<file path="config.mk">
export PLATFORM = sky130hd
export DESIGN_NAME = lzfg_cmd_queue
export DESIGN_NICKNAME = d
export VERILOG_FILES = /design/src/rtl/lzfg_pkg.sv /design/src/rtl/lzfg_cmd_queue.sv
export SDC_FILE = /design/constraint.sdc
export NUM_CORES = 1
export LEC_CHECK = 0
export BUFFER_PORTS_ARGS = -buffer_cell sky130_fd_sc_hd__buf_2
export CAP_MARGIN = 20
export CORE_MARGIN = 2
export CORE_UTILIZATION = 55
export DETAILED_ROUTE_END_ITERATION = 10
export PLACE_DENSITY = 0.84
export SYNTH_ARGS = -nofsm -noshare
export SYNTH_HDL_FRONTEND = slang
export SYNTH_SLANG_ARGS = --single-unit
</file>
<file path="constraint.sdc">
create_clock -name clock -period 6.85 [get_ports clock]
set_clock_uncertainty 0.2 [all_clocks]
set_input_delay 1.37 -clock clock [delete_from_list [all_inputs] [get_ports clock]]
set_output_delay 1.37 -clock clock [all_outputs]
set_load 0.1 [all_outputs]
</file>
<file path="src/rtl/lzfg_pkg.sv">
// ----------------------------------------------------------------------------
// lzfg_pkg
// Shared types and constants of the flag-group LZ decompressor: parser phase,
// the command word passed from the parser to the copy engine, field widths.
// ----------------------------------------------------------------------------
package lzfg_pkg;

   // parser phase
   typedef enum logic [1:0] {
      PH_HEADER = 2'd0,
      PH_FLAG   = 2'd1,
      PH_ITEM   = 2'd2,
      PH_TOKEN  = 2'd3
   } phase_type;

   localparam int BYTE_W = 8;
   localparam int OFF_W  = 15;   // match offset, 1 .. 16384
   localparam int LEN_W  = 6;    // match length, 1 .. 34 after clipping

   localparam logic [2:0]  HEADER_LAST_IDX = 3'd7;
   localparam logic [2:0]  FLAG_LAST_IDX   = 3'd3;
   localparam logic [4:0]  ITEMS_LAST      = 5'd29;   // 30 items per flag word
   localparam logic [13:0] OFFSET_MASK     = 14'h3FFF;
   localparam logic [3:0]  SPLIT_BASE      = 4'd14;
   localparam logic [5:0]  MATCH_MIN       = 6'd3;

   // command queue depth (power of two)
   localparam int QDEPTH = 2;
   localparam int QPTR_W = $clog2(QDEPTH);

   // one command for the copy engine
   typedef struct packed {
      logic                is_copy;
      logic [BYTE_W-1:0]   lit_byte;
      logic [OFF_W-1:0]    offset;
      logic [LEN_W-1:0]    count;
      logic                done;     // last byte of this command ends the stream
   } cmd_type;

endpackage

</file>
<file path="src/rtl/lzfg_cmd_queue.sv">
// ----------------------------------------------------------------------------
// lzfg_cmd_queue
// Short FIFO of commands between the parser and the copy engine.
// ----------------------------------------------------------------------------
module lzfg_cmd_queue (
   input  logic              clock,
   input  logic              reset,
   input  logic              push,
   input  lzfg_pkg::cmd_type push_cmd,
   output logic              full,
   input  logic              pop,
   output lzfg_pkg::cmd_type head,
   output logic              empty
);

   lzfg_pkg::cmd_type           mem_ff [lzfg_pkg::QDEPTH];
   logic [lzfg_pkg::QPTR_W-1:0] wr_ptr_ff;
   logic [lzfg_pkg::QPTR_W-1:0] rd_ptr_ff;
   logic [lzfg_pkg::QPTR_W:0]   count_ff;

   assign full  = count_ff == (lzfg_pkg::QPTR_W+1)'(lzfg_pkg::QDEPTH);
   assign empty = count_ff == '0;
   assign head  = mem_ff[rd_ptr_ff];

   // store pushed word
   always_ff @(posedge clock) begin
      if (push) begin
         mem_ff[wr_ptr_ff] <= push_cmd;
      end
   end

   // advance pointers and fill count
   always_ff @(posedge clock) begin
      if (reset) begin
         wr_ptr_ff <= '0;
         rd_ptr_ff <= '0;
         count_ff  <= '0;
      end else begin
         if (push) begin
            wr_ptr_ff <= wr_ptr_ff + lzfg_pkg::QPTR_W'(1);
         end
         if (pop) begin
            rd_ptr_ff <= rd_ptr_ff + lzfg_pkg::QPTR_W'(1);
         end
         if (push && !pop) begin
            count_ff <= count_ff + (lzfg_pkg::QPTR_W+1)'(1);
         end else if (pop && !push) begin
            count_ff <= count_ff - (lzfg_pkg::QPTR_W+1)'(1);
         end
      end
   end

endmodule

</file>
==> results.sh <==
export IMPL_initial_core_util_pct=56.7
export IMPL_crit_chain="buf_4, mux2_2, buf_2"
export IMPL_fin_crit_ns=3.58
export IMPL_cts_root_buf="clkbuf_8"
export IMPL_maxSlewViolCount=0
export IMPL_ios=68
export IMPL_rows=24
export IMPL_synth_top_flop_cell="edfxtp_1"
export IMPL_ctsHoldBuffers=0
export IMPL_hold_path_class="flop to flop"
export IMPL_synthesis_area_mm2=0.00243
export IMPL_slowest_delay_ns=0.63
export IMPL_crit_path_top_delay_cell="dfxtp_1"
export IMPL_worst_slack_ns=3.27
export IMPL_drt_iter0_drc=119
export IMPL_synth_seq_area_share_pct=80.6
export IMPL_diodes=0
export IMPL_cp_start_kind="flop"
export IMPL_viasPerCell=5.05
export IMPL_tritoncts="yes"
export IMPL_async_flop_share_pct=0
export IMPL_preCtsSetupSlack_ns=3.60
export IMPL_worst_hold_slack_ns=0.318
export IMPL_cp_max_fo=20
export IMPL_cp_arrival_ns=2.01
export IMPL_place_gp_congestion=0.703
export IMPL_max_cap_viol_count=0
export IMPL_syn_avg_cell_area_um2=20.6
export IMPL_synthAdderAreaFrac_pct=0.514
export IMPL_final_nets=232
export IMPL_cts_clk_slew_worst_paths_ns=0.06
export IMPL_grt_pass1_vias=1375
export IMPL_ir_worst_vdd_v=0.000253
export IMPL_crit_required_ns=5.28
export IMPL_routedWlPerCell_um=16.5
export IMPL_regArea_mm2=0.00196
export IMPL_die_area_mm2=0.00497
export IMPL_crit_type="flop to output pin"
export IMPL_synth_most_common_cell="edfxtp_1"
export IMPL_syn_inst=118
export IMPL_clk_path_buf_depth=2
export IMPL_rsz0062_at_grt="false"
export IMPL_finalHoldViolations=0
export IMPL_die_x_um=70.5
export IMPL_synth_compound_area_share_pct=0.411
export IMPL_cts_setup_buffers=0
export IMPL_num_vias=1277
export IMPL_yosys_top_cells_area="edfxtp_1, mux2_2, dfxtp_1, nor2_1, xnor2_1"
export IMPL_crit_path_end_kind="output pin"
export IMPL_power_leakage_uw=0.00119
export IMPL_yosys_warnings=0
export IMPL_synth_top_area_share_pct=76.5
export IMPL_synth_xor_area_share_pct=1.44
export IMPL_grt_max_degree=32
export IMPL_die_height_um=70.5
export IMPL_synth_simple_area_share_pct=1.90
export IMPL_clkSinkCount=67
export IMPL_ant_nets=0
export IMPL_synth_edff_count=62
export IMPL_htree_levels=3
export IMPL_gr_total_overflow=0
export IMPL_hpwl_um=2840
export IMPL_multi_input_area_um2=455
export IMPL_period_share_pct=52.2
export IMPL_drive_gt1_share_pct=58.7
export IMPL_tightestPinTransition_ns=0.491
export IMPL_tns_ns=0
export IMPL_cts_made_buffers=9
export IMPL_synth_seq_cells=67
export IMPL_grt_usage_pct=17.8
export IMPL_setup_viol=0
export IMPL_clk_latency_ns=0.32
export IMPL_syn2layout_area_growth_pct=26.7
export IMPL_yosysUniqueCellTypes=15
export IMPL_grt_pass1_wl_um=6400
export IMPL_fillerInstances=279
export IMPL_slew_headroom_pct=67.2
export IMPL_muxShareOfSynthArea_pct=14.3
export IMPL_synth_top_family_by_area="multiplexers"
export IMPL_max_freq_ghz=0.280
export IMPL_grt_antenna_before_repair=0
export IMPL_detail_route_wirelength_um=4180
export IMPL_drc=0
export IMPL_cts_resized=0
export IMPL_io_buffers=67
export IMPL_synthTopCellsByCount="edfxtp_1, mux2_2, dfxtp_1, nor2_1, buf_2"
export IMPL_synth_nets=154
export IMPL_power_density_mw_per_mm2=363
export IMPL_first_pass_iters=4
export IMPL_synth_area_leader_cell="edfxtp_1"
export IMPL_power_uw=1120
export IMPL_core_mm2=0.00429
export IMPL_outcome="completed"
==> cell usage in the layout (no fill, tap or decap) <==
cell       netlist  final
buf_2            3     67
edfxtp_1        62     62
mux2_2          31     31
clkbuf_8         0      9
nor2_1           5      5
dfxtp_1          5      5
bufinv_16        0      3
buf_4            0      3
xor2_1           2      2
xnor2_1          2      2
clkinv_4         0      2
inv_1            1      1
and2_1           1      1
and2b_2          1      1
nor2b_2          0      1
o21ai_0          1      1
or3_1            1      1
a21oi_1          1      1
ha_1             1      1
clkinv_1         0      1
clkinv_2         0      1
==> flip-flops by register name, indices dropped and copies added (netlist names), named ones only <==
name,cells
rd_ptr_ff,1
count_ff,2
mem_ff,62
wr_ptr_ff,1
==> layout make-up <==
cell class	instances	area share (%)
clock buffer	9	4.02
inverter	1	0.122
sequential	67	63.6
tap	52	2.11
clock inverter	7	3.77
multi-input combinational	47	14.8
timing repair buffer	70	11.6
==> final timing paths <==
| path | cells after the start | endpoint | from | slack [ns] |
|---|---|---|---|---|
| max reg2reg | 2 | mem_ff[1][19]$_DFFE_PP_ | wr_ptr_ff$_SDFFE_PP0P_ | 5.40 |
| max | 3 | head[9] | flop | 3.27 |
| min reg2reg | 2 | count_ff[1]$_SDFFE_PP0P_ | count_ff[1]$_SDFFE_PP0P_ | 0.32 |
| min | 2 | count_ff[1]$_SDFFE_PP0P_ | count_ff[1]$_SDFFE_PP0P_ | 0.32 |
==> critical path: cells and delay by family (launching register included) <==
kind,cells,cell delay (ns)
buf+inv,2,0.66
flops,1,0.63
mux,1,0.38
==> report_power, final <==
part / internal, µW / switching (µW) / leakage, µW
registers: 476 / 10.4 / 0.000623
clock network: 241 / 140 / 0.000121
logic: 48.2 / 204 / 0.000449
==> metrics by stage <==
step	util (%)	instances	cell area, µm²
final	71.8	253	3080
after CTS	71.8	253	3080
after floorplan	-	118	2430
after detailed placement	66.2	237	2840
after global placement	66.2	237	2840
after global routing	71.8	253	3080
==> metal layers <==
metal  share of wire, %  track usage (%)
met3                6.0             5.19
met2                 53             30.0
met4                1.5             10.3
met1                 39             20.2
met5                  0                0
==> cells by family after synthesis <==
| kind of cell | count (synthesis) |
|---|---|
| flip-flops | 67 |
| multiplexers | 31 |
| AND/OR/NAND/NOR | 9 |
| XOR/XNOR | 4 |
| buffers and inverters | 4 |
| AO/OA/AOI/OAI | 2 |
| adder cells (fa/ha/maj) | 1 |
(Power assumes the default switching activity.)
