File: src/rtl/lzfg_pkg.sv
// ----------------------------------------------------------------------------
// lzfg_pkg
// Shared types and constants of the flag-group LZ decompressor: parser phase,
// the command word passed from the parser to the copy engine, field widths.
// ----------------------------------------------------------------------------
package lzfg_pkg;

   // parser phase
   typedef enum logic [1:0] {
      PH_HEADER = 2'd0,
      PH_FLAG   = 2'd1,
      PH_ITEM   = 2'd2,
      PH_TOKEN  = 2'd3
   } phase_type;

   localparam int BYTE_W = 8;
   localparam int OFF_W  = 15;   // match offset, 1 .. 16384
   localparam int LEN_W  = 6;    // match length, 1 .. 34 after clipping

   localparam logic [2:0]  HEADER_LAST_IDX = 3'd7;
   localparam logic [2:0]  FLAG_LAST_IDX   = 3'd3;
   localparam logic [4:0]  ITEMS_LAST      = 5'd29;   // 30 items per flag word
   localparam logic [13:0] OFFSET_MASK     = 14'h3FFF;
   localparam logic [3:0]  SPLIT_BASE      = 4'd14;
   localparam logic [5:0]  MATCH_MIN       = 6'd3;

   // command queue depth (power of two)
   localparam int QDEPTH = 2;
   localparam int QPTR_W = $clog2(QDEPTH);

   // one command for the copy engine
   typedef struct packed {
      logic                is_copy;
      logic [BYTE_W-1:0]   lit_byte;
      logic [OFF_W-1:0]    offset;
      logic [LEN_W-1:0]    count;
      logic                done;     // last byte of this command ends the stream
   } cmd_type;

endpackage

File: src/rtl/lzfg_if.sv
// ----------------------------------------------------------------------------
// lzfg_req_if / lzfg_rsp_if
// Valid/ready channels of the decompressor: compressed bytes in, output out.
// ----------------------------------------------------------------------------
interface lzfg_req_if;
   logic       valid;
   logic       ready;
   logic [7:0] in_byte;

   modport source (output valid, output in_byte, input ready);
   modport sink   (input valid, input in_byte, output ready);
endinterface


File: src/rtl/lzfg_front.sv
// ----------------------------------------------------------------------------
// lzfg_front
// Stream parser: reads header and flag words, classifies each item as a
// literal or a match token and pushes one command per item, clipped at the
// declared output size.
// ----------------------------------------------------------------------------
module lzfg_front (
   input  logic             clock,
   input  logic             reset,
   lzfg_req_if.sink         req_bus,
   input  logic             q_full,
   output logic             q_push,
   output lzfg_pkg::cmd_type q_cmd
);

   lzfg_pkg::phase_type phase_ff, phase_in;
   logic [2:0]  idx_ff, idx_in;
   logic [31:0] rem_ff, rem_in;
   logic [31:0] flags_ff, flags_in;
   logic [4:0]  items_ff, items_in;
   logic [1:0]  split_ff, split_in;
   logic [7:0]  tokhi_ff, tokhi_in;

   logic        accept;
   logic        producing;
   logic [15:0] token;
   logic [13:0] off_mask;
   logic [15:0] len_shift;
   logic [5:0]  match_len;
   logic        match_done;
   logic [5:0]  match_count;
   logic        lit_done;
   logic        item_end;
   logic        item_done;

   // stall only on items that need a queue slot
   assign producing = ((phase_ff == lzfg_pkg::PH_ITEM) && !flags_ff[31]) ||
                      (phase_ff == lzfg_pkg::PH_TOKEN);
   assign req_bus.ready = !(producing && q_full);
   assign accept = req_bus.valid && req_bus.ready;

   // decode match token and clip against the remaining size
   assign token       = {tokhi_ff, req_bus.in_byte};
   assign off_mask    = lzfg_pkg::OFFSET_MASK >> split_ff;
   assign len_shift   = token >> (lzfg_pkg::SPLIT_BASE - {2'b00, split_ff});
   assign match_len   = {1'b0, len_shift[4:0]} + lzfg_pkg::MATCH_MIN;
   assign match_done  = rem_ff <= {26'd0, match_len};
   assign match_count = match_done ? rem_ff[5:0] : match_len;
   assign lit_done    = rem_ff == 32'd1;

   // parse next byte
   always_comb begin
      phase_in  = phase_ff;
      idx_in    = idx_ff;
      rem_in    = rem_ff;
      flags_in  = flags_ff;
      items_in  = items_ff;
      split_in  = split_ff;
      tokhi_in  = tokhi_ff;
      q_push    = 1'b0;
      q_cmd     = '0;
      item_end  = 1'b0;
      item_done = 1'b0;
      if (accept) begin
         unique case (phase_ff)
            lzfg_pkg::PH_HEADER: begin
               case (idx_ff)
                  3'd0:    rem_in = {24'd0, req_bus.in_byte};
                  3'd1:    rem_in[15:8]  = req_bus.in_byte;
                  3'd2:    rem_in[23:16] = req_bus.in_byte;
                  3'd3:    rem_in[31:24] = req_bus.in_byte;
                  default: rem_in = rem_ff;
               endcase
               if (idx_ff == lzfg_pkg::HEADER_LAST_IDX) begin
                  idx_in   = 3'd0;
                  phase_in = (rem_ff == 32'd0) ? lzfg_pkg::PH_HEADER : lzfg_pkg::PH_FLAG;
               end else begin
                  idx_in = idx_ff + 3'd1;
               end
            end
            lzfg_pkg::PH_FLAG: begin
               flags_in = {flags_ff[23:0], req_bus.in_byte};
               if (idx_ff == lzfg_pkg::FLAG_LAST_IDX) begin
                  split_in = req_bus.in_byte[1:0];
                  items_in = 5'd0;
                  idx_in   = 3'd0;
                  phase_in = lzfg_pkg::PH_ITEM;
               end else begin
                  idx_in = idx_ff + 3'd1;
               end
            end
            lzfg_pkg::PH_ITEM: begin
               if (!flags_ff[31]) begin
                  q_push         = 1'b1;
                  q_cmd.is_copy  = 1'b0;
                  q_cmd.lit_byte = req_bus.in_byte;
                  q_cmd.count    = 6'd1;
                  q_cmd.done     = lit_done;
                  rem_in         = rem_ff - 32'd1;
                  item_end       = 1'b1;
                  item_done      = lit_done;
               end else begin
                  tokhi_in = req_bus.in_byte;
                  phase_in = lzfg_pkg::PH_TOKEN;
               end
            end
            lzfg_pkg::PH_TOKEN: begin
               q_push        = 1'b1;
               q_cmd.is_copy = 1'b1;
               q_cmd.offset  = {1'b0, token[13:0] & off_mask} + 15'd1;
               q_cmd.count   = match_count;
               q_cmd.done    = match_done;
               rem_in        = rem_ff - {26'd0, match_count};
               item_end      = 1'b1;
               item_done     = match_done;
            end
         endcase
      end
      // advance to next item, next flag word or next stream
      if (item_end) begin
         if (item_done) begin
            phase_in = lzfg_pkg::PH_HEADER;
            idx_in   = 3'd0;
         end else begin
            flags_in = {flags_ff[30:0], 1'b0};
            items_in = items_ff + 5'd1;
            if (items_ff == lzfg_pkg::ITEMS_LAST) begin
               phase_in = lzfg_pkg::PH_FLAG;
               idx_in   = 3'd0;
            end else begin
               phase_in = lzfg_pkg::PH_ITEM;
            end
         end
      end
   end

   always_ff @(posedge clock) begin
      if (reset) begin
         phase_ff <= lzfg_pkg::PH_HEADER;
         idx_ff   <= 3'd0;
         rem_ff   <= 32'd0;
         flags_ff <= 32'd0;
         items_ff <= 5'd0;
         split_ff <= 2'd0;
         tokhi_ff <= 8'd0;
      end else begin
         phase_ff <= phase_in;
         idx_ff   <= idx_in;
         rem_ff   <= rem_in;
         flags_ff <= flags_in;
         items_ff <= items_in;
         split_ff <= split_in;
         tokhi_ff <= tokhi_in;
      end
   end

endmodule

File: src/flat_wrapper.sv
// flat-port wrapper written by rule: the top's interface ports become plain ports
module lzfg_front_flat 
  (clock, reset, q_full, q_push, q_cmd, req_bus_valid, req_bus_in_byte, req_bus_ready);
  lzfg_req_if req_bus_i ();
  input  logic clock;
  input  logic reset;
  input  logic q_full;
  output logic q_push;
  output lzfg_pkg::cmd_type q_cmd;
  input wire logic [$bits(req_bus_i.valid)-1:0] req_bus_valid;
  input wire logic [$bits(req_bus_i.in_byte)-1:0] req_bus_in_byte;
  output wire logic [$bits(req_bus_i.ready)-1:0] req_bus_ready;
  assign req_bus_i.valid = req_bus_valid;
  assign req_bus_i.in_byte = req_bus_in_byte;
  assign req_bus_ready = req_bus_i.ready;
  lzfg_front u_core (.clock(clock), .reset(reset), .req_bus(req_bus_i), .q_full(q_full), .q_push(q_push), .q_cmd(q_cmd));
endmodule
File: config.mk
export PLATFORM = sky130hd
export DESIGN_NAME = lzfg_front_flat
export DESIGN_NICKNAME = d
export VERILOG_FILES = /design/src/rtl/lzfg_pkg.sv /design/src/rtl/lzfg_if.sv /design/src/rtl/lzfg_front.sv /design/src/flat_wrapper.sv
export SDC_FILE = /design/constraint.sdc
export NUM_CORES = 1
export LEC_CHECK = 0
export BUFFER_PORTS_ARGS = -buffer_cell sky130_fd_sc_hd__buf_4
export CORE_UTILIZATION = 50
export CTS_CLUSTER_DIAMETER = 200
export DETAILED_ROUTE_END_ITERATION = 10
export PLACE_DENSITY_LB_ADDON = 0.1
export RECOVER_POWER = 100
export REMOVE_ABC_BUFFERS = 1
export SLEW_MARGIN = 15
export SYNTH_ARGS = -nofsm -noshare
export SYNTH_HDL_FRONTEND = slang
export SYNTH_SLANG_ARGS = --single-unit
File: constraint.sdc
create_clock -name clock -period 6.2 [get_ports clock]
set_input_delay 1.24 -clock clock [delete_from_list [all_inputs] [get_ports clock]]
set_output_delay 1.24 -clock clock [all_outputs]
set_load 0.05 [all_outputs]
==> out/qor.csv, run 1 <==
stage,metric,value,unit
setup_path,RR Startpoint,u_core.split_ff[1],
setup_path,Setup CP Type,reg2out,
routing,DR WL/cell,21.83,um
timing,unrepaired setup endpoints after global routing,no,
setup_path,cells along the critical path,ha_2 > mux2i_1 > mux4_1 > ha_1 > a2111oi_2 > xor2_1 > ha_1 > nand2_1 > mux2i_1 > a21oi_1 > and3b_2 > clkbuf_4 > mux2_1 > nor2_2 > clkbuf_2,
clock_tree,# hold bufs at CTS,0,
clock_tree,total CTS buffers,9,
synth,sequential fraction of the synthesis area,0.2457,
floorplan,die width,119.0,um
clock_tree,clk slew on worst S/H paths,0.07,ns
routing,# DRC,0,
grt,first-pass GRT wire length,36100,um
setup_path,"Req. time, crit path",4.96,ns
power,Net Switching,627.6,uW
timing,setup tns final,0,ns
floorplan,Core Area,13300,um2
layout,layout cell share with drive strength beyond 1,0.09081,
power,Int Pwr,995.1,uW
routing,Routed Antenna Nets,0,
outcome,status,finished with violations,
power,share of power burned in combinational logic,0.306,
floorplan,Initial Util,0.5147,
setup_path,startpoint class of the critical path,flop,
timing,fin crit share,0.9528,
grt,GRT overflow,0,
grt,gr usage total,0.3222,
floorplan,io pins,45,
power,sw frac,0.3868,
power,peak supply drop,0.0001145,V
layout,FILL cells,1292,
clock_tree,CTS max path bufs,2,
flow_run,Max Cap Viol,2,
timing,Worst-Margin Slew,1.607,ns
hold_path,Hold Path Class,reg2reg,
synth,synthesized instance count,882,
synth,Yosys reg bits,84,
floorplan,Die ar.,14160,um2
routing,DR pass1 iterations,5,
hold_path,min-delay src,u_core.rem_ff[28],
setup_path,flop-to-flop setup slack,0.31,ns
place,placed instance area,7152,um2
layout,Final Non-Filler Cells,1057,
setup_path,max incr delay on CP,0.58,ns
place,GPL Wtd Cong,0.9715,
timing,final hold vios,0,
synth,Most used DFF post-synth,dfxtp_1,
place,detailed placement HPWL,15540,um
hold_path,hold depth,2,
layout,cell area after layout,7318,um2
grt,largest net degree at the start of global routing,77,
synth,synthesized area per cell,7.758,um2
timing,Worst Skew,0.007955,ns
layout,Area Growth Syn to Fin,6.948,%
power,power share of the clock group,0.337,
place,Post-Place Cells,1040,
layout,nets@finish,921,
routing,Via Count,7228,
floorplan,std cell rows,42,
layout,Antenna Diode Count,0,
synth,Cell variety after synth,84,
hold_path,worst hold endpoint,u_core.rem_ff[28],
power,Reg power frac,0.357,
synth,Mapped Area,6843,um2
grt,initial antenna violation count,0,
setup_path,CP arrival,4.67,ns
setup_path,Crit-path slowest cell,mux4_1,
setup_path,"Max FO, Critical Path",11,
timing,Max-Slew Margin vs Limit,-0.07156,
timing,# setup viols final,0,
synth,top-area cell type share of the netlist area,0.2457,
routing,Detailed Route WL,23080,um
power,Static Leak,2.698,nW
clock_tree,clk_lat worst skew,0.36,ns
routing,violation count after the first detailed-route iteration,908,
setup_path,endpoint class of the critical path,output port,
synth,Post-synth EDFFs,0,
power,total power draw,1.623,mW
timing,Max Slew Vio Count,75,
synth,Ys Warns,0,
synth,cell taking the most area after synthesis,dfxtp_1,
power,pwr/cell area,221.7,nW/um2
clock_tree,clock sinks,84,
floorplan,Die H,119.0,um
outcome,failing checks,"max-capacitance violations, max-slew violations",
grt,number of global-route vias before repair,6682,
synth,Post-synth ARST share,0,
timing,Final min period,5.907,ns
setup_path,Worst Reg-to-Reg Cells,20,
routing,via/cell ratio,6.838,
place,Port Buffers,44,
setup_path,FF-to-FF End,u_core.rem_ff[19],
clock_tree,CTS tree,yes,
synth,synth top area cells,"dfxtp_1, ha_1, a211oi_1",
clock_tree,root buf cell,clkbuf_16,
timing,f_max,0.1693,GHz
clock_tree,H-tree depth,3,
layout,Final Util,0.5504,
## cells in the mapped netlist, drive strengths merged, types with 3 or more instances
cell type  number
a32oi           4
nor3           23
a311oi         25
buf            21
or4             3
a31oi          10
nand4          10
o211ai          9
o21a            4
o31ai           4
o311ai          9
dfxtp          84
o221ai          4
and2            8
a31o            5
mux2            9
o21ai          29
a22oi           7
nor4b           4
nand2          87
inv            28
nand3b          8
o22ai           4
clkbuf         55
a21o            9
nand4b          3
xor2           19
nand2b          4
nor4           19
mux2i          23
nand3          58
nor2           72
ha             32
mux4            4
a221oi          9
or2             4
xnor2          12
o32ai           6
a211oi         46
and3           20
or3             6
a21oi          40
nor2b           8
and4            3
## per-layer routing
layer	vias to the layer above	GRT usage	wire [um]
met5	-	0	0
met4	0	0.1266	719
met3	63	0.07567	2164
met2	366	0.5091	10560
met1	3478	0.4222	9637
li1	3321	-	-
## worst max-delay path by stage
| stage | from | endpoint | depth (start not counted) |
|---|---|---|---|
| final | u_core.split_ff[1] | q_cmd[6] | 15 |
| after global routing | u_core.split_ff[1] | u_core.rem_ff[10] | 21 |
| after CTS | u_core.split_ff[1] | u_core.rem_ff[30] | 20 |
| after detailed placement | u_core.split_ff[1] | u_core.rem_ff[30] | 20 |
| after global placement | u_core.split_ff[0] | u_core.rem_ff[30] | 20 |
| after floorplan | u_core.phase_ff[0] | q_cmd[21] | 7 |
## placed cells by master (no fill, tap or decap), drive strengths merged, types with 20 or more instances in the layout
| master | count |
|---|---|
| a211oi | 46 |
| a21oi | 40 |
| a311oi | 25 |
| and3 | 20 |
| buf | 24 |
| clkbuf | 44 |
| dfxtp | 84 |
| ha | 32 |
| inv | 33 |
| mux2i | 23 |
| nand2 | 87 |
| nand3 | 58 |
| nor2 | 72 |
| nor3 | 23 |
| o21ai | 29 |
## sequential cells by signal, indices dropped and copies added, names as in the netlist
name	cells
u_core.items_ff	5
u_core.tokhi_ff	8
u_core.idx_ff	3
u_core.split_ff	2
u_core.phase_ff	2
u_core.flags_ff	32
u_core.rem_ff	32
## layout make-up
cell class                 count  area [um2]  area share
multi-input combinational    693        4698      0.6420
inverter                      29       108.9     0.01487
tap                          176       220.2     0.03009
clock inverter                 7       61.31    0.008377
sequential                    84        1682      0.2298
clock buffer                   9       225.2     0.03077
timing repair buffer          59       322.8     0.04411
## power by group through the flow
| stage | registers, mW | logic (mW) | clock network, mW |
|---|---|---|---|
| 2_1_floorplan | 0.583 | 0.320 | 0 |
| 3_3_place_gp | 0.590 | 0.471 | 0 |
| 3_5_place_dp | 0.591 | 0.477 | 0 |
| 4_1_cts | 0.578 | 0.479 | 0.550 |
| 5_1_grt | 0.581 | 0.529 | 0.575 |
| 6_report | 0.580 | 0.496 | 0.547 |
## kinds of logic after synthesis
group | Yosys count | synth area share
xor+xnor | 31 | 0.03968
simple gates | 348 | 0.2624
compound gates | 245 | 0.2595
mux | 36 | 0.06418
fa+ha+maj | 33 | 0.06144
buf+inv | 105 | 0.06710
flops | 84 | 0.2457
## worst max-delay path: cells and delay by family, from the launching register on
kind | cells | cell delay [ns]
AOI/OAI and AO/OA | 2 | 0.46
xor gates and xnor gates | 1 | 0.27
adders and majority gates | 3 | 0.90
buffers and inverters | 2 | 0.46
DFF | 1 | 0.39
muxes | 4 | 1.27
and+or+nand+nor | 3 | 0.54
## metrics by stage
stage | setup slack [ns] | hold WS [ns]
4_1_cts | 0.1451 | 0.4699
5_1_grt | 0.02386 | 0.5120
2_1_floorplan | 0.03065 | 0.4306
6_report | 0.2928 | 0.4779
3_5_place_dp | 0.1854 | 0.4605
3_3_place_gp | 0.4252 | 0.4602
## timing repair
item | in CTS | in global routing
buffers inserted | 0 | 1
setup endpoints to repair | 0 | 32
resized for setup | 0 | 8
(Power assumes the default switching activity.)
==> run 2, diff against run 1 <==
--- a/config.mk
+++ b/config.mk
@@ -11,3 +11,3 @@
 export DETAILED_ROUTE_END_ITERATION = 10
-export PLACE_DENSITY_LB_ADDON = 0.1
+export PLACE_DENSITY = 0.77
 export RECOVER_POWER = 100
==> constraint.sdc (replaced) <==
create_clock -name clock -period 6.2 [get_ports clock]
set_input_delay 0.62 -clock clock [delete_from_list [all_inputs] [get_ports clock]]
set_output_delay 0.62 -clock clock [all_outputs]
set_load 0.05 [all_outputs]
==> run 2 against run 1 <==
The flow still finishes with violations (max-capacitance violations, max-slew violations). Largest power group is now the clock network. Power increased by 2.1%. Highest routed layer unchanged. Worst hold slack worse by 0.0042 ns. Die area unchanged. Clock power rose by 6.8%. Via count decreased by 0.95%. Critical path type unchanged. Register-to-register slack gained 0.07 ns. Non-clock buffer count rose by 2. Wire length decreased by 5.2%.
==> out/qor.csv, run 2 (same netlist as run 1, synthesis figures left out) <==
stage,metric,value,unit,change
outcome,status,finished with violations,,unchanged
outcome,failing checks,"max-capacitance violations, max-slew violations",,unchanged
setup_path,"Max FO, Critical Path",35,,was 11
grt,first-pass GRT wire length,34820,um,was 36100 um
flow_run,Max Cap Viol,2,,unchanged
routing,Detailed Route WL,21870,um,was 23080 um
timing,Max-Slew Margin vs Limit,-0.1133,,was -0.07156
routing,met1 WL,9538,um,was 9637 um
setup_path,flop-to-flop setup slack,0.38,ns,was 0.31 ns
layout,layout cell share with drive strength beyond 1,0.08947,,was 0.09081
power,total power draw,1.657,mW,was 1.623 mW
setup_path,max incr delay on CP,1.17,ns,was 0.58 ns
place,detailed placement HPWL,14380,um,was 15540 um
timing,Worst-Margin Slew,1.670,ns,was 1.607 ns
clock_tree,clock sinks,84,,unchanged
setup_path,"Req. time, crit path",5.58,ns,was 4.96 ns
clock_tree,root buf cell,clkbuf_16,,unchanged
layout,cell area after layout,7352,um2,was 7318 um2
setup_path,Crit-path slowest cell,clkbuf_1,,was mux4_1
routing,violation count after the first detailed-route iteration,1064,,was 908
clock_tree,clk_lat worst skew,0.36,ns,about the same
clock_tree,CTS max path bufs,2,,unchanged
clock_tree,# hold bufs at CTS,0,,unchanged
grt,GRT overflow,0,,unchanged
setup_path,CP most frequent cell,ha_1,,
hold_path,hold depth,2,,unchanged
routing,met2 wire length,9193,um,was 10560 um
layout,Final Non-Filler Cells,1059,,was 1057
setup_path,Setup CP Type,reg2out,,unchanged
setup_path,critical path launch point,u_core.split_ff[0],,was u_core.split_ff[1]
floorplan,Die H,119.0,um,unchanged
power,pwr/cell area,225.4,nW/um2,was 221.7 nW/um2
place,GPL Wtd Cong,1.009,,was 0.9715
grt,largest net degree at the start of global routing,76,,was 77
setup_path,endpoint class of the critical path,output port,,unchanged
routing,Routed Antenna Nets,0,,unchanged
setup_path,RR Startpoint,u_core.split_ff[0],,was u_core.split_ff[1]
setup_path,CP arrival,5.29,ns,was 4.67 ns
routing,# DRC,0,,unchanged
layout,biggest regs,"u_core.flags_ff x32, u_core.rem_ff x32, u_core.tokhi_ff x8",,unchanged
clock_tree,CTS tree,yes,,unchanged
routing,DR WL/cell,20.65,um,was 21.83 um
floorplan,Core Area,13300,um2,unchanged
routing,Via Count,7159,,was 7228
routing,DR WL met3,2359,um,was 2164 um
layout,Final Util,0.5530,,was 0.5504
grt,gr usage total,0.3086,,was 0.3222
timing,f_max,0.1693,GHz,about the same
timing,final hold vios,0,,unchanged
layout,Area Growth Syn to Fin,7.442,%,was 6.948%
setup_path,FF-to-FF End,u_core.rem_ff[10],,was u_core.rem_ff[19]
power,Static Leak,2.720,nW,was 2.698 nW
floorplan,io pins,45,,unchanged
clock_tree,total CTS buffers,9,,unchanged
timing,Final min period,5.905,ns,was 5.907 ns
grt,initial antenna violation count,0,,unchanged
layout,Antenna Diode Count,0,,unchanged
place,placed instance area,7159,um2,was 7152 um2
setup_path,startpoint class of the critical path,flop,,unchanged
clock_tree,clk slew on worst S/H paths,0.07,ns,about the same
floorplan,std cell rows,42,,unchanged
floorplan,Die ar.,14160,um2,unchanged
hold_path,Hold Path Class,reg2reg,,unchanged
hold_path,min-delay src,u_core.rem_ff[28],,unchanged
timing,# setup viols final,0,,unchanged
layout,most common library cell in the layout ignoring fill and taps,nand2_1,,unchanged
routing,via/cell ratio,6.760,,was 6.838
hold_path,worst hold endpoint,u_core.rem_ff[28],,unchanged
timing,Max Slew Vio Count,76,,was 75
grt,number of global-route vias before repair,6610,,was 6682
setup_path,cells along the critical path,inv_1 > ha_1 > mux4_1 > ha_1 > a2111oi_1 > xor2_1 > ha_1 > a21o_1 > a211oi_1 > a21oi_1 > o21bai_2 > clkbuf_1 > and3_1 > buf_4,,was ha_2 > mux2i_1 > mux4_1 > ha_1 > a2111oi_2 > xor2_1 > ha_1 > nand2_1 > mux2i_1 > a21oi_1 > and3b_2 > clkbuf_4 > mux2_1 > nor2_2 > clkbuf_2
timing,setup tns final,0,ns,unchanged
routing,DR pass1 iterations,5,,unchanged
timing,Worst Skew,0.01396,ns,was 0.007955 ns
power,peak supply drop,0.0001317,V,was 0.0001145 V
layout,most frequent cells in the layout,"nand2_1, dfxtp_1, nor2_1",,unchanged
timing,fin crit share,0.9524,,was 0.9528
floorplan,die width,119.0,um,unchanged
floorplan,Initial Util,0.5147,,unchanged
setup_path,Worst Reg-to-Reg Cells,19,,was 20
routing,topmost layer with routed signal wires,met4,,unchanged
clock_tree,H-tree depth,3,,unchanged
layout,nets@finish,923,,was 921
place,Post-Place Cells,1041,,was 1040
place,Port Buffers,44,,unchanged
## run 2: changes by cell type in the layout (fill, tap and decap cells not counted), sizes merged
cell | before | now
buf | 24 | 27
clkinv | 1 | 2
bufinv | 0 | 1
inv | 33 | 32
clkinvlp | 2 | 0
## run 2: metrics by stage
stage          setup slack [ns]  hold slack [ns]
2_1_floorplan            0.4707           0.4306
3_3_place_gp             0.3941           0.4552
3_5_place_dp             0.2047           0.4612
4_1_cts                  0.1894           0.4718
5_1_grt               -0.005046           0.5077
6_report                 0.2948           0.4737
## run 2: final cells by class
type | instances | area [um2]
Fill cell | 1297 | 5943
Clock buffer | 10 | 239.0
Inverter | 29 | 108.9
Sequential cell | 84 | 1682
Timing Repair Buffer | 61 | 331.6
Multi-Input combinational cell | 693 | 4697
Clock inverter | 6 | 73.82
Tap cell | 176 | 220.2
## run 2: repair_timing
item	in CTS	in global routing
endpoints found under the setup margin	0	22
endpoints found under the hold margin	0	0
setup buffers	0	2
resized for setup	0	5
## run 2: how the worst max path moves through the flow
stage                     cells after the start  slack (ns)                end
after global routing                         19      -0.005  u_core.rem_ff[30]
after detailed placement                     22        0.20  u_core.rem_ff[12]
final                                        14        0.29           q_cmd[0]
after floorplan                              19        0.47  u_core.rem_ff[30]
after CTS                                    22        0.19  u_core.rem_ff[12]
after global placement                       21        0.39  u_core.rem_ff[30]
## run 2: critical path, delay by kind of cell (launching register included)
family	cells	cell delay (ns)
AO/OA/AOI/OAI	5	1.07
XOR/XNOR	1	0.16
AND/OR/NAND/NOR	1	0.30
multiplexers	1	0.66
adder cells (fa/ha/maj)	3	0.91
flip-flops	1	0.38
buffers and inverters	3	1.45
## run 2: power breakdown
| group | total [mW] | switching (mW) | leakage (nW) | internal, mW |
|---|---|---|---|---|
| clock | 0.584 | 0.254 | 0.154 | 0.330 |
| sequential | 0.579 | 0.0270 | 0.679 | 0.552 |
| combinational | 0.494 | 0.327 | 1.89 | 0.166 |
## run 2: routing by layer
metal	vias up	track usage
met5	-	0
met4	0	0.1274
met3	61	0.07567
met2	435	0.4589
met1	3337	0.4237
li1	3326	-
==> run 3, diff against run 2 <==
- CORE_UTILIZATION: 50 -> 46
- PLACE_DENSITY: 0.77 -> 0.72
==> run 3 against run 2 <==
The flow still finishes with violations (max-capacitance violations, max-slew violations). Largest cell class unchanged. Global-route usage down 1.6 points. Register-to-register slack worse by 0.09 ns. Wire length increased by 0.49%. Non-clock buffer count fell by 2. First-iteration DRC count shrank 33%.
==> out/qor.csv, run 3 (same netlist as run 1, synthesis figures left out) <==
stage,metric,value,unit,change
outcome,status,finished with violations,,unchanged
outcome,failing checks,"max-capacitance violations, max-slew violations",,unchanged
setup_path,critical path launch point,u_core.split_ff[0],,unchanged
routing,violation count after the first detailed-route iteration,709,,was 1064
timing,Worst-Margin Slew,1.684,ns,was 1.670 ns
floorplan,Initial Util,0.4708,,was 0.5147
clock_tree,clk slew on worst S/H paths,0.07,ns,about the same
timing,# setup viols final,0,,unchanged
hold_path,Hold Path Class,reg2reg,,unchanged
routing,Routed Antenna Nets,0,,unchanged
grt,number of global-route vias before repair,6379,,was 6610
layout,biggest regs,"u_core.flags_ff x32, u_core.rem_ff x32, u_core.tokhi_ff x8",,unchanged
place,GPL Wtd Cong,0.9904,,was 1.009
layout,nets@finish,921,,was 923
power,power share of the clock group,0.340,,was 0.352
routing,# DRC,0,,unchanged
layout,most common library cell in the layout ignoring fill and taps,nand2_1,,unchanged
floorplan,std cell rows,44,,was 42
grt,first-pass GRT wire length,34750,um,was 34820 um
layout,cell area after layout,7423,um2,was 7352 um2
clock_tree,clock sinks,84,,unchanged
place,placed instance area,7169,um2,was 7159 um2
timing,Worst Skew,0.009797,ns,was 0.01396 ns
grt,largest net degree at the start of global routing,77,,was 76
place,Port Buffers,44,,unchanged
routing,Via Count,7137,,was 7159
clock_tree,clk_lat worst skew,0.36,ns,about the same
setup_path,endpoint class of the critical path,output port,,unchanged
grt,initial antenna violation count,0,,unchanged
layout,layout cell share with drive strength beyond 1,0.1135,,was 0.08947
clock_tree,H-tree depth,3,,unchanged
routing,via/cell ratio,6.701,,was 6.760
clock_tree,postcts setup bufs,0,,unchanged
layout,Antenna Diode Count,0,,unchanged
timing,final hold vios,0,,unchanged
timing,f_max,0.1682,GHz,was 0.1693 GHz
power,Reg power frac,0.357,,was 0.349
floorplan,Core Area,14530,um2,was 13300 um2
floorplan,io pins,45,,unchanged
clock_tree,CTS max path bufs,2,,unchanged
power,Net Switching,621.8,uW,was 608.4 uW
setup_path,startpoint class of the critical path,flop,,unchanged
timing,Final min period,5.946,ns,was 5.905 ns
place,Place WS,0.2355,ns,was 0.2047 ns
routing,DR WL/cell,20.63,um,was 20.65 um
floorplan,Die H,124.0,um,was 119.0 um
floorplan,die width,124.0,um,was 119.0 um
hold_path,min-delay src,u_core.rem_ff[28],,unchanged
setup_path,CP arrival,5.33,ns,was 5.29 ns
routing,DR pass1 iterations,5,,unchanged
setup_path,"Max FO, Critical Path",35,,unchanged
layout,most frequent cells in the layout,"nand2_1, dfxtp_1, nor2_1",,unchanged
power,total power draw,1.621,mW,was 1.657 mW
timing,fin crit share,0.9591,,was 0.9524
routing,Detailed Route WL,21980,um,was 21870 um
power,Static Leak,2.789,nW,was 2.720 nW
power,share of power burned in combinational logic,0.302,,was 0.298
timing,Max-Slew Margin vs Limit,-0.1224,,was -0.1133
timing,Setup WS post-layout,0.2535,ns,was 0.2948 ns
setup_path,Setup CP Type,reg2out,,unchanged
floorplan,Die ar.,15370,um2,was 14160 um2
power,sw frac,0.3837,,was 0.3672
setup_path,"Req. time, crit path",5.58,ns,about the same
clock_tree,total CTS buffers,9,,unchanged
place,detailed placement HPWL,14700,um,was 14380 um
flow_run,Max Cap Viol,2,,unchanged
power,pwr/cell area,218.3,nW/um2,was 225.4 nW/um2
power,peak supply drop,0.0001539,V,was 0.0001317 V
layout,Area Growth Syn to Fin,8.484,%,was 7.442%
clock_tree,CTS tree,yes,,unchanged
grt,GRT overflow,0,,unchanged
clock_tree,root buf cell,clkbuf_16,,unchanged
power,Int Pwr,998.7,uW,was 1.049 mW
timing,worst hold slack,0.4783,ns,was 0.4737 ns
timing,Max Slew Vio Count,77,,was 76
grt,gr usage total,0.2927,,was 0.3086
setup_path,RR Startpoint,u_core.split_ff[0],,unchanged
==> run 3: metal layers <==
metal  wire, um  vias to the layer above  track usage
met5          0                        -            0
met1       9767                     3372       0.4102
met2       9432                      372       0.4236
met4        825                        0       0.1198
li1           -                     3327            -
met3       1950                       66      0.07372
==> run 3: critical path, cell delays in order, from the launching register on <==
cell and delay, ns:
dfxtp_1 0.39, inv_1 0.10, ha_2 0.41, mux4_1 0.68, ha_1 0.27, a2111oi_2 0.39
xor2_1 0.14, ha_1 0.20, a21o_1 0.18, a211oi_1 0.28, a21oi_2 0.13, o21bai_2 0.14
clkbuf_1 1.16, and3_1 0.29, buf_4 0.20
==> run 3: layout make-up <==
cell class / instances / area, um2
clock buffer: 9 / 225.2
timing repair buffer: 59 / 390.4
fill: 1456 / 7111
multi-input combinational: 693 / 4721
sequential: 84 / 1682
tap: 184 / 230.2
clock inverter: 7 / 66.31
inverter: 29 / 108.9
==> run 3: final timing paths <==
kind	end	slack (ns)	cells after the start
worst max-delay path	q_cmd[0]	0.25	14
worst min-delay path	u_core.rem_ff[28]	0.48	2
worst max register to register	u_core.rem_ff[30]	0.29	20
worst min register to register	u_core.rem_ff[28]	0.48	2
==> run 3: what timing repair did <==
| action | in CTS | in global routing |
|---|---|---|
| setup endpoints to repair | 0 | 24 |
| gates resized for setup | 0 | 5 |
| hold buffers | 0 | 0 |
==> run 3: stage by stage <==
stage | setup TNS [ns] | cells | util
after detailed placement | 0 | 1049 | 0.4933
after CTS | 0 | 1065 | 0.5133
after global placement | 0 | 1049 | 0.4933
after global routing | -0.1193 | 1065 | 0.5108
final | 0 | 1065 | 0.5108
after floorplan | 0 | 806 | -
==> run 3: power by group through the flow <==
stage / clock network [mW] / registers [mW] / logic [mW]
floorplan: 0 / 0.583 / 0.320
global placement: 0 / 0.590 / 0.471
detailed placement: 0 / 0.590 / 0.469
CTS: 0.555 / 0.578 / 0.472
global route: 0.580 / 0.581 / 0.527
finish: 0.552 / 0.579 / 0.490
